**src/phm_pkg.sv**
```systemverilog
package phm_pkg;

  // Q1.15 full scale, 1.0
  localparam logic [15:0] FullScale = 16'd32768;

  // Register reset values
  localparam logic [19:0] HoldTimeRst     = 20'd1000;
  localparam logic        InfiniteHoldRst = 1'b0;
  localparam logic [15:0] DecayStepRst    = 16'd492;
  localparam logic [15:0] DecayFloorRst   = 16'd164;

  localparam int unsigned CfgDataW = 20;
  localparam int unsigned CfgIdxW  = 2;

  typedef enum logic {
    OP_UPDATE = 1'b0,
    OP_CLEAR  = 1'b1
  } opcode_e;

  typedef enum logic [CfgIdxW-1:0] {
    CFG_HOLD_TIME     = 2'd0,
    CFG_INFINITE_HOLD = 2'd1,
    CFG_DECAY_STEP    = 2'd2,
    CFG_DECAY_FLOOR   = 2'd3
  } cfg_idx_e;

  typedef struct packed {
    logic [19:0] hold_time;
    logic        infinite_hold;
    logic [15:0] decay_step;
    logic [15:0] decay_floor;
  } cfg_t;

  // One stored meter entry
  typedef struct packed {
    logic [31:0] deadline;
    logic [15:0] peak;
  } entry_t;

  // Outcome of one meter update
  typedef struct packed {
    logic [15:0] level;
    entry_t      entry;
  } upd_res_t;

endpackage

```
**src/phm_ram.sv**
```systemverilog
module phm_ram #(
  parameter int unsigned Width = 48,
  parameter int unsigned Depth = 32,
  parameter int unsigned AddrW = (Depth > 1) ? $clog2(Depth) : 1
) (
  input  logic                     clk_i,
  input  logic                     we_i,
  input  logic [AddrW-1:0]         waddr_i,
  input  logic [Width-1:0]         wdata_i,
  input  logic                     re_i,
  input  logic [AddrW-1:0]         raddr_i,
  output logic [Width-1:0]         rdata_o
);

  logic [Width-1:0] mem_q [Depth];
  logic [Width-1:0] rdata_q;

  // Write port
  always_ff @(posedge clk_i) begin
    if (we_i) begin
      mem_q[waddr_i] <= wdata_i;
    end
  end

  // Registered read, old data on a same-address write
  always_ff @(posedge clk_i) begin
    if (re_i) begin
      rdata_q <= mem_q[raddr_i];
    end
  end

  assign rdata_o = rdata_q;

endmodule

```
**src/phm_update.sv**
```systemverilog
module phm_update (
  input  phm_pkg::cfg_t     cfg_i,
  input  logic [15:0]       level_raw_i,
  input  logic [31:0]       time_now_i,
  input  phm_pkg::entry_t   entry_i,
  output phm_pkg::upd_res_t res_o
);
  import phm_pkg::*;

  logic [15:0] level;
  logic [32:0] sum;
  logic [31:0] deadline_new;
  logic        new_peak;
  logic        decay;

  // Clamp to full scale
  assign level = (level_raw_i > FullScale) ? FullScale : level_raw_i;

  // Saturate the hold deadline
  assign sum          = {1'b0, time_now_i} + 33'(cfg_i.hold_time);
  assign deadline_new = (cfg_i.infinite_hold || sum[32]) ? 32'hFFFF_FFFF : sum[31:0];

  assign new_peak = (level >= entry_i.peak);
  assign decay    = !cfg_i.infinite_hold && (time_now_i > entry_i.deadline) &&
                    (level <= cfg_i.decay_floor);

  // Replace, decay or keep the peak
  always_comb begin
    res_o.level = level;
    res_o.entry = entry_i;
    if (new_peak) begin
      res_o.entry.peak     = level;
      res_o.entry.deadline = deadline_new;
    end else if (decay) begin
      res_o.entry.peak = (entry_i.peak > cfg_i.decay_step) ?
                         entry_i.peak - cfg_i.decay_step : 16'd0;
    end
  end

endmodule

```
**src/peak_hold_meter_bank_top.sv**
```systemverilog
// Bank of peak-hold level meters. Each transfer either updates one meter
// (clamps the level to full scale, refreshes or decays its held peak) or
// clears every meter, and yields one result. One item is taken per clock
// while results drain; a result is presented from the output register:
// the registered read of the meter store lands together with the input
// register, and the update fills the output register once it is free.
// A stalled result holds the input register, which then stalls the input.
// Back-to-back updates of the same meter are forwarded, and a clear takes
// effect at once through per-meter valid bits, so no clearing pass is
// needed after reset.
module peak_hold_meter_bank_top #(
  parameter int unsigned NUM_METERS = 32
) (
  input  logic                          clk_i,
  input  logic                          rst_ni,
  // configuration
  input  logic                          cfg_we_i,
  input  logic [phm_pkg::CfgIdxW-1:0]   cfg_index_i,
  input  logic [phm_pkg::CfgDataW-1:0]  cfg_wdata_i,
  // input channel
  input  logic                          in_valid_i,
  output logic                          in_stall_o,
  input  logic                          opcode_i,
  input  logic [4:0]                    meter_index_i,
  input  logic [15:0]                   level_raw_i,
  input  logic                          clip_in_i,
  input  logic [31:0]                   time_now_i,
  // output channel
  output logic                          out_valid_o,
  input  logic                          out_stall_i,
  output logic [4:0]                    meter_out_o,
  output logic [15:0]                   bar_level_o,
  output logic [15:0]                   held_peak_o,
  output logic                          clip_out_o
);
  import phm_pkg::*;

  localparam int unsigned AddrW = (NUM_METERS > 1) ? $clog2(NUM_METERS) : 1;
  localparam int unsigned EntryW = $bits(entry_t);

  // Configuration registers
  cfg_t cfg_q;

  always_ff @(posedge clk_i or negedge rst_ni) begin
    if (!rst_ni) begin
      cfg_q.hold_time     <= HoldTimeRst;
      cfg_q.infinite_hold <= InfiniteHoldRst;
      cfg_q.decay_step    <= DecayStepRst;
      cfg_q.decay_floor   <= DecayFloorRst;
    end else if (cfg_we_i) begin
      case (cfg_idx_e'(cfg_index_i))
        CFG_HOLD_TIME:     cfg_q.hold_time     <= cfg_wdata_i[19:0];
        CFG_INFINITE_HOLD: cfg_q.infinite_hold <= cfg_wdata_i[0];
        CFG_DECAY_STEP:    cfg_q.decay_step    <= cfg_wdata_i[15:0];
        CFG_DECAY_FLOOR:   cfg_q.decay_floor   <= cfg_wdata_i[15:0];
        default: ;
      endcase
    end
  end

  // Stage 1 (input register) and output register
  logic        s1_valid_q;
  logic        s1_op_q;
  logic [4:0]  s1_idx_q;
  logic [15:0] s1_raw_q;
  logic        s1_clip_q;
  logic [31:0] s1_now_q;
  logic        fwd_valid_q;
  entry_t      fwd_entry_q;

  logic        out_valid_q;
  logic [4:0]  out_meter_q;
  logic [15:0] out_bar_q;
  logic [15:0] out_peak_q;
  logic        out_clip_q;

  logic [NUM_METERS-1:0] valid_q;

  logic             out_free;
  logic             s1_adv;
  logic             in_acc;
  logic             s1_clear;
  logic             s1_in_range;
  logic [AddrW-1:0] s1_addr;
  logic [AddrW-1:0] in_addr;
  logic             s1_we;
  logic [EntryW-1:0] rdata;
  entry_t           cur_entry;
  upd_res_t         upd;

  // Handshake: stage 1 moves on when the output register is free
  assign out_free   = !out_valid_q || !out_stall_i;
  assign s1_adv     = s1_valid_q && out_free;
  assign in_stall_o = s1_valid_q && !out_free;
  assign in_acc     = in_valid_i && !in_stall_o;

  assign s1_clear    = (s1_op_q == OP_CLEAR);
  assign s1_in_range = (9'(s1_idx_q) < 9'(NUM_METERS));
  assign s1_addr     = AddrW'(s1_idx_q);
  assign in_addr     = AddrW'(meter_index_i);
  assign s1_we       = s1_adv && !s1_clear && s1_in_range;

  // Meter store: {deadline, peak}
  phm_ram #(
    .Width (EntryW),
    .Depth (NUM_METERS)
  ) u_store (
    .clk_i   (clk_i),
    .we_i    (s1_we),
    .waddr_i (s1_addr),
    .wdata_i (upd.entry),
    .re_i    (in_acc),
    .raddr_i (in_addr),
    .rdata_o (rdata)
  );

  // Pick forwarded, cleared or stored entry
  always_comb begin
    if (fwd_valid_q) begin
      cur_entry = fwd_entry_q;
    end else if (!s1_in_range || !valid_q[s1_addr]) begin
      cur_entry = '0;
    end else begin
      cur_entry = entry_t'(rdata);
    end
  end

  phm_update u_update (
    .cfg_i       (cfg_q),
    .level_raw_i (s1_raw_q),
    .time_now_i  (s1_now_q),
    .entry_i     (cur_entry),
    .res_o       (upd)
  );

  // Stage 1 control
  always_ff @(posedge clk_i or negedge rst_ni) begin
    if (!rst_ni) begin
      s1_valid_q <= 1'b0;
    end else if (in_acc) begin
      s1_valid_q <= 1'b1;
    end else if (s1_adv) begin
      s1_valid_q <= 1'b0;
    end
  end

  // Stage 1 payload and forward of a same-meter write
  always_ff @(posedge clk_i) begin
    if (in_acc) begin
      s1_op_q     <= opcode_i;
      s1_idx_q    <= meter_index_i;
      s1_raw_q    <= level_raw_i;
      s1_clip_q   <= clip_in_i;
      s1_now_q    <= time_now_i;
      fwd_valid_q <= s1_we && (s1_idx_q == meter_index_i);
      fwd_entry_q <= upd.entry;
    end
  end

  // Valid bits: drop all on clear, set on write
  always_ff @(posedge clk_i or negedge rst_ni) begin
    if (!rst_ni) begin
      valid_q <= '0;
    end else if (s1_adv && s1_clear) begin
      valid_q <= '0;
    end else if (s1_we) begin
      valid_q[s1_addr] <= 1'b1;
    end
  end

  // Output register control
  always_ff @(posedge clk_i or negedge rst_ni) begin
    if (!rst_ni) begin
      out_valid_q <= 1'b0;
    end else if (out_free) begin
      out_valid_q <= s1_valid_q;
    end
  end

  // Output register payload
  always_ff @(posedge clk_i) begin
    if (s1_adv) begin
      if (s1_clear) begin
        out_meter_q <= '0;
        out_bar_q   <= '0;
        out_peak_q  <= '0;
        out_clip_q  <= 1'b0;
      end else begin
        out_meter_q <= s1_idx_q;
        out_bar_q   <= upd.level;
        out_peak_q  <= s1_in_range ? upd.entry.peak : 16'd0;
        out_clip_q  <= s1_clip_q;
      end
    end
  end

  assign out_valid_o = out_valid_q;
  assign meter_out_o = out_meter_q;
  assign bar_level_o = out_bar_q;
  assign held_peak_o = out_peak_q;
  assign clip_out_o  = out_clip_q;

endmodule

```
**config.mk**
```make
export PLATFORM = sky130hd
export DESIGN_NAME = peak_hold_meter_bank_top
export DESIGN_NICKNAME = d
export VERILOG_FILES = /design/src/phm_pkg.sv /design/src/phm_ram.sv /design/src/phm_update.sv /design/src/peak_hold_meter_bank_top.sv
export SDC_FILE = /design/constraint.sdc
export NUM_CORES = 2
export LEC_CHECK = 0
export ABC_AREA = 1
export BUFFER_PORTS_ARGS = -buffer_cell sky130_fd_sc_hd__clkbuf_2
export CELL_PAD_IN_SITES_DETAIL_PLACEMENT = 1
export CELL_PAD_IN_SITES_GLOBAL_PLACEMENT = 2
export CORE_MARGIN = 1.5
export CORE_UTILIZATION = 43
export CTS_CLUSTER_DIAMETER = 60
export DETAILED_ROUTE_END_ITERATION = 10
export PLACE_DENSITY = 0.78
export SLEW_MARGIN = 20
export SYNTH_ARGS = -nofsm -noshare
export SYNTH_HDL_FRONTEND = slang
export SYNTH_HIERARCHICAL = 1
export SYNTH_SLANG_ARGS = --single-unit
```
**constraint.sdc**
```tcl
create_clock -name clk_i -period 5.73 [get_ports clk_i]
set_clock_uncertainty 0.1 [all_clocks]
set_input_delay 1.719 -clock clk_i [delete_from_list [all_inputs] [get_ports clk_i]]
set_output_delay 1.719 -clock clk_i [all_outputs]
set_load 0.02 [all_outputs]
```
==> out/qor.yml <==
synth:
  synth_compound_area_share_pct: 1.404
  synthFlopType: "edfxtp_1"
  synth.area.top_cells: "edfxtp_1 66%, nand2_1 13%, nand3_1 7.9%, dfrtp_1 2.3%, ha_1 1.6%"
  synth_xor_xnor_area_share_pct: 0.2913
  synth-seq-cells: 1813
  synth_area_mm2: 0.07816
  synth_area_leader_cell: "edfxtp_1"
  synth_fa_ha_area_share_pct: 1.652
  synth_nets: 7418
  synth_top_area_share_pct: 66.31
  synth_top_family_by_area: "simple AND/OR/NAND/NOR gates"
  syn_inst: 7234
  synth_edf_count: 1726
  ys_seq_area_share_pct: 69.12
  muxShareOfSynthArea_pct: 0.05763
  synth.avg_cell_area_um2: 10.80
  synth_most_common_cell: "nand2_1"
  async_flop_share_pct: 4.799
  synth_common_cells: "2810 x nand2_1, 1726 x edfxtp_1, 1236 x nand3_1"
  netlist-cell-type-count: 45
  synth_warnings: 6
  synth_simple_gate_area_share_pct: 23.25
floorplanning:
  rows: 156
  initial_core_util_pct: 43.24
  dieArea_mm2: 0.1843
  die_y_um: 429.3
  coreArea_mm2: 0.1807
  ios: 122
  die_w_um: 429.3
power:
  total_power_mw: 32.70
  pwr-share-clk_pct: 38.4
  ir_drop_mv: 0.2495
  p_sw_mw: 8.826
  leakagePower_nw: 34.54
  p_sw_share_pct: 26.99
  internal_power_mw: 23.87
  seq_power_share_pct: 48.8
  p_comb_share_pct: 12.8
  power_density_mw_per_mm2: 368.8
sta:
  timing.fmax_mhz: 187.6
  fin_crit_ns: 5.330
  hold_viol: 0
  grt_setup_unrepaired: "false"
  finalCritPeriodShare_pct: 93.02
  whs_ns: 0.3895
  finalSetupViolations: 0
  fin_tns_setup_ns: 0
  relSlewSlack_pct: 30.84
  worst_pin_slew_ns: 1.035
  report.final.slew_viol_count: 0
status:
  status: "finished, final reports clean"
clock_tree:
  clkSlewWorstSetupHoldPaths_ns: 0.06
  cts_setup_buffers: 0
  clockBufferDepth: 3
  clock_latency_ns: 0.87
  cts.sinks: 1813
  h-tree-depth: 4
  numCtsBuffers: 201
  tritoncts: "yes"
  cts_hold_buffers: 0
  ctsRootBufferMaster: "clkbuf_16"
final_layout:
  fin_nets: 7543
  area_delta_synth_final_pct: 13.45
  drive_gt1_share_pct: 9.320
  fillers: 19260
global_route:
  grt_pass1_wl_mm: 383.2
  grt_start_max_net_pins: 162
  grt_use_total_pct: 28.32
  overflow: 0
  first_global_vias: 56610
  antenna_found_initial: 10
critical_path:
  startpoint_type: "register"
  crit_slowest_cell: "edfxtp_1"
  slowest_delay_ns: 0.59
  arrival_ns: 5.83
  r2r-end: "u_store/mem_q[31][39]$_DFFE_PP_"
  criticalPathCategory: "reg2reg"
  required_ns: 6.23
  crit_path_end_kind: "register"
  ff2ff_setup_slack_ns: 0.40
  path_cells: "inv_1 > nor3_1 > nand2_1 > nand2_1 > nor2_1 > nand2_2 > nand2_1 > nand2_1 > inv_1 > ha_1 > a21oi_1 > o21ai_0 > nand2_1 > o211ai_1 > nand2_1 > nand3_4 > inv_1 > buf_4 > nand2_1 > nand2_1 > buf_4"
  crit_path_max_fanout: 33
  crit_path_frequent_cell: "nand2_1"
  r2r_cells: 21
  r2r-start: "s1_addr[3]$_DFFE_PP_"
route:
  routedWlPerCell_um: 26.74
  drt_first_iter_violations: 5565
  wl_mm: 264.9
  vias_per_cell: 5.649
  drtAntennaViolNets: 0
  drt_first_pass_iters: 5
  dr_total_vias: 55960
  post-route-drc-count: 0
min_path:
  holdPathEnd: "cfg_q[9]$_DFFE_PN0P_"
  hp-start: "cfg_q[9]$_DFFE_PN0P_"
  hp-class: "reg2reg"
  holdPathStages: 2
place:
  dp_hpwl_mm: 146.7
  portBuffers: 121
  place_congestion: 0.8744
job:
  cap_violations: 0
## layout by cell type, fill, tap and decap left out, types with 90 or more instances in the layout
cell,synthesis,layout
a21oi_1,90,90
buf_4,41,124
clkbuf_16,0,205
clkbuf_2,0,115
edfxtp_1,1726,1726
ha_1,100,100
inv_1,323,320
nand2_1,2810,2810
nand3_1,1236,1234
nor2_1,239,205
## cells by family (layout without fill, tap and decap cells)
group | Yosys count | in the layout
XOR/XNOR | 26 | 26
AND/OR/NAND/NOR | 4364 | 4366
multiplexers | 4 | 4
AO/OA/AOI/OAI | 212 | 212
flip-flops | 1813 | 1813
buffers and inverters | 713 | 1009
other | 0 | 5
adder cells (fa/ha/maj) | 102 | 102
## state kept, by name (all words and copies together) (netlist names)
register	flops
s1_clear	1
u_store/rdata_o	48
s1_addr	5
clip_out_o	1
out_valid_o	1
s1_clip_q	1
bar_level_o	16
valid_q	32
s1_now_q	32
cfg_q	53
s1_valid_q	1
held_peak_o	16
fwd_valid_q	1
meter_out_o	5
s1_raw_q	16
fwd_entry_q	48
u_store/mem_q	1536
## layer usage
metal,track usage [%],vias up,routed length [um]
met3,3.934,372,16710
li1,-,24940,-
met5,0,-,0
met2,46.48,1862,126100
met1,39.48,28790,115200
met4,7.720,0,6975
## metrics by stage
| stage | utilization, % | area, um2 | cells | worst slack (ns) |
|---|---|---|---|---|
| 4_1_cts | 48.99 | 88540 | 9900 | 0.3923 |
| 2_1_floorplan | - | 78160 | 7234 | 0.2521 |
| 6_report | 49.06 | 88680 | 9907 | 0.4001 |
| 3_5_place_dp | 45.47 | 82180 | 9524 | 0.4370 |
| 5_1_grt | 49.06 | 88670 | 9903 | 0.06192 |
| 3_3_place_gp | 45.47 | 82180 | 9524 | 0.5512 |
## layout make-up
type,count,area [um2],share of cell area (%)
Clock buffer,266,5419,6.111
Sequential cell,1813,54030,60.93
Antenna cell,5,12.51,0.01411
Inverter,330,1275,1.438
Timing Repair Buffer,303,2764,3.117
Tap cell,2370,2965,3.344
Clock inverter,110,948.4,1.070
Multi-Input combinational cell,4710,21270,23.98
## what timing repair did
action	4_1_cts	5_1_grt
hold endpoints to repair	0	0
gates resized for setup	0	2
setup endpoints to repair	0	58
## worst max path at each step
stage,slack [ns],start,end,cells after the start
6_report,0.40,s1_addr[3]$_DFFE_PP_,u_store/mem_q[31][39]$_DFFE_PP_,21
3_3_place_gp,0.55,s1_addr[3]$_DFFE_PP_,u_store/mem_q[10][28]$_DFFE_PP_,17
2_1_floorplan,0.25,out_stall_i,fwd_entry_q[0]$_DFFE_PP_,3
4_1_cts,0.39,s1_addr[2]$_DFFE_PP_,u_store/mem_q[17][24]$_DFFE_PP_,17
5_1_grt,0.06,s1_addr[4]$_DFFE_PP_,u_store/mem_q[30][36]$_DFFE_PP_,21
3_5_place_dp,0.44,s1_addr[3]$_DFFE_PP_,u_store/mem_q[10][28]$_DFFE_PP_,17
## critical path: cells and delay by family, from the launching register on
family / cells / cell delay, ns
fa+ha+maj: 1 / 0.32
buf+inv: 5 / 1.11
compound gates: 3 / 0.38
flops: 1 / 0.59
simple gates: 12 / 2.49
## power by group through the flow
stage	Sequential, mW	Clock [mW]	Combinational [mW]
3_5_place_dp	16.2	0	4.09
4_1_cts	16.0	12.8	4.12
2_1_floorplan	16.2	0	2.40
3_3_place_gp	16.2	0	4.00
5_1_grt	16.0	13.2	4.59
6_report	15.9	12.6	4.18
(Power assumes the default switching activity.)
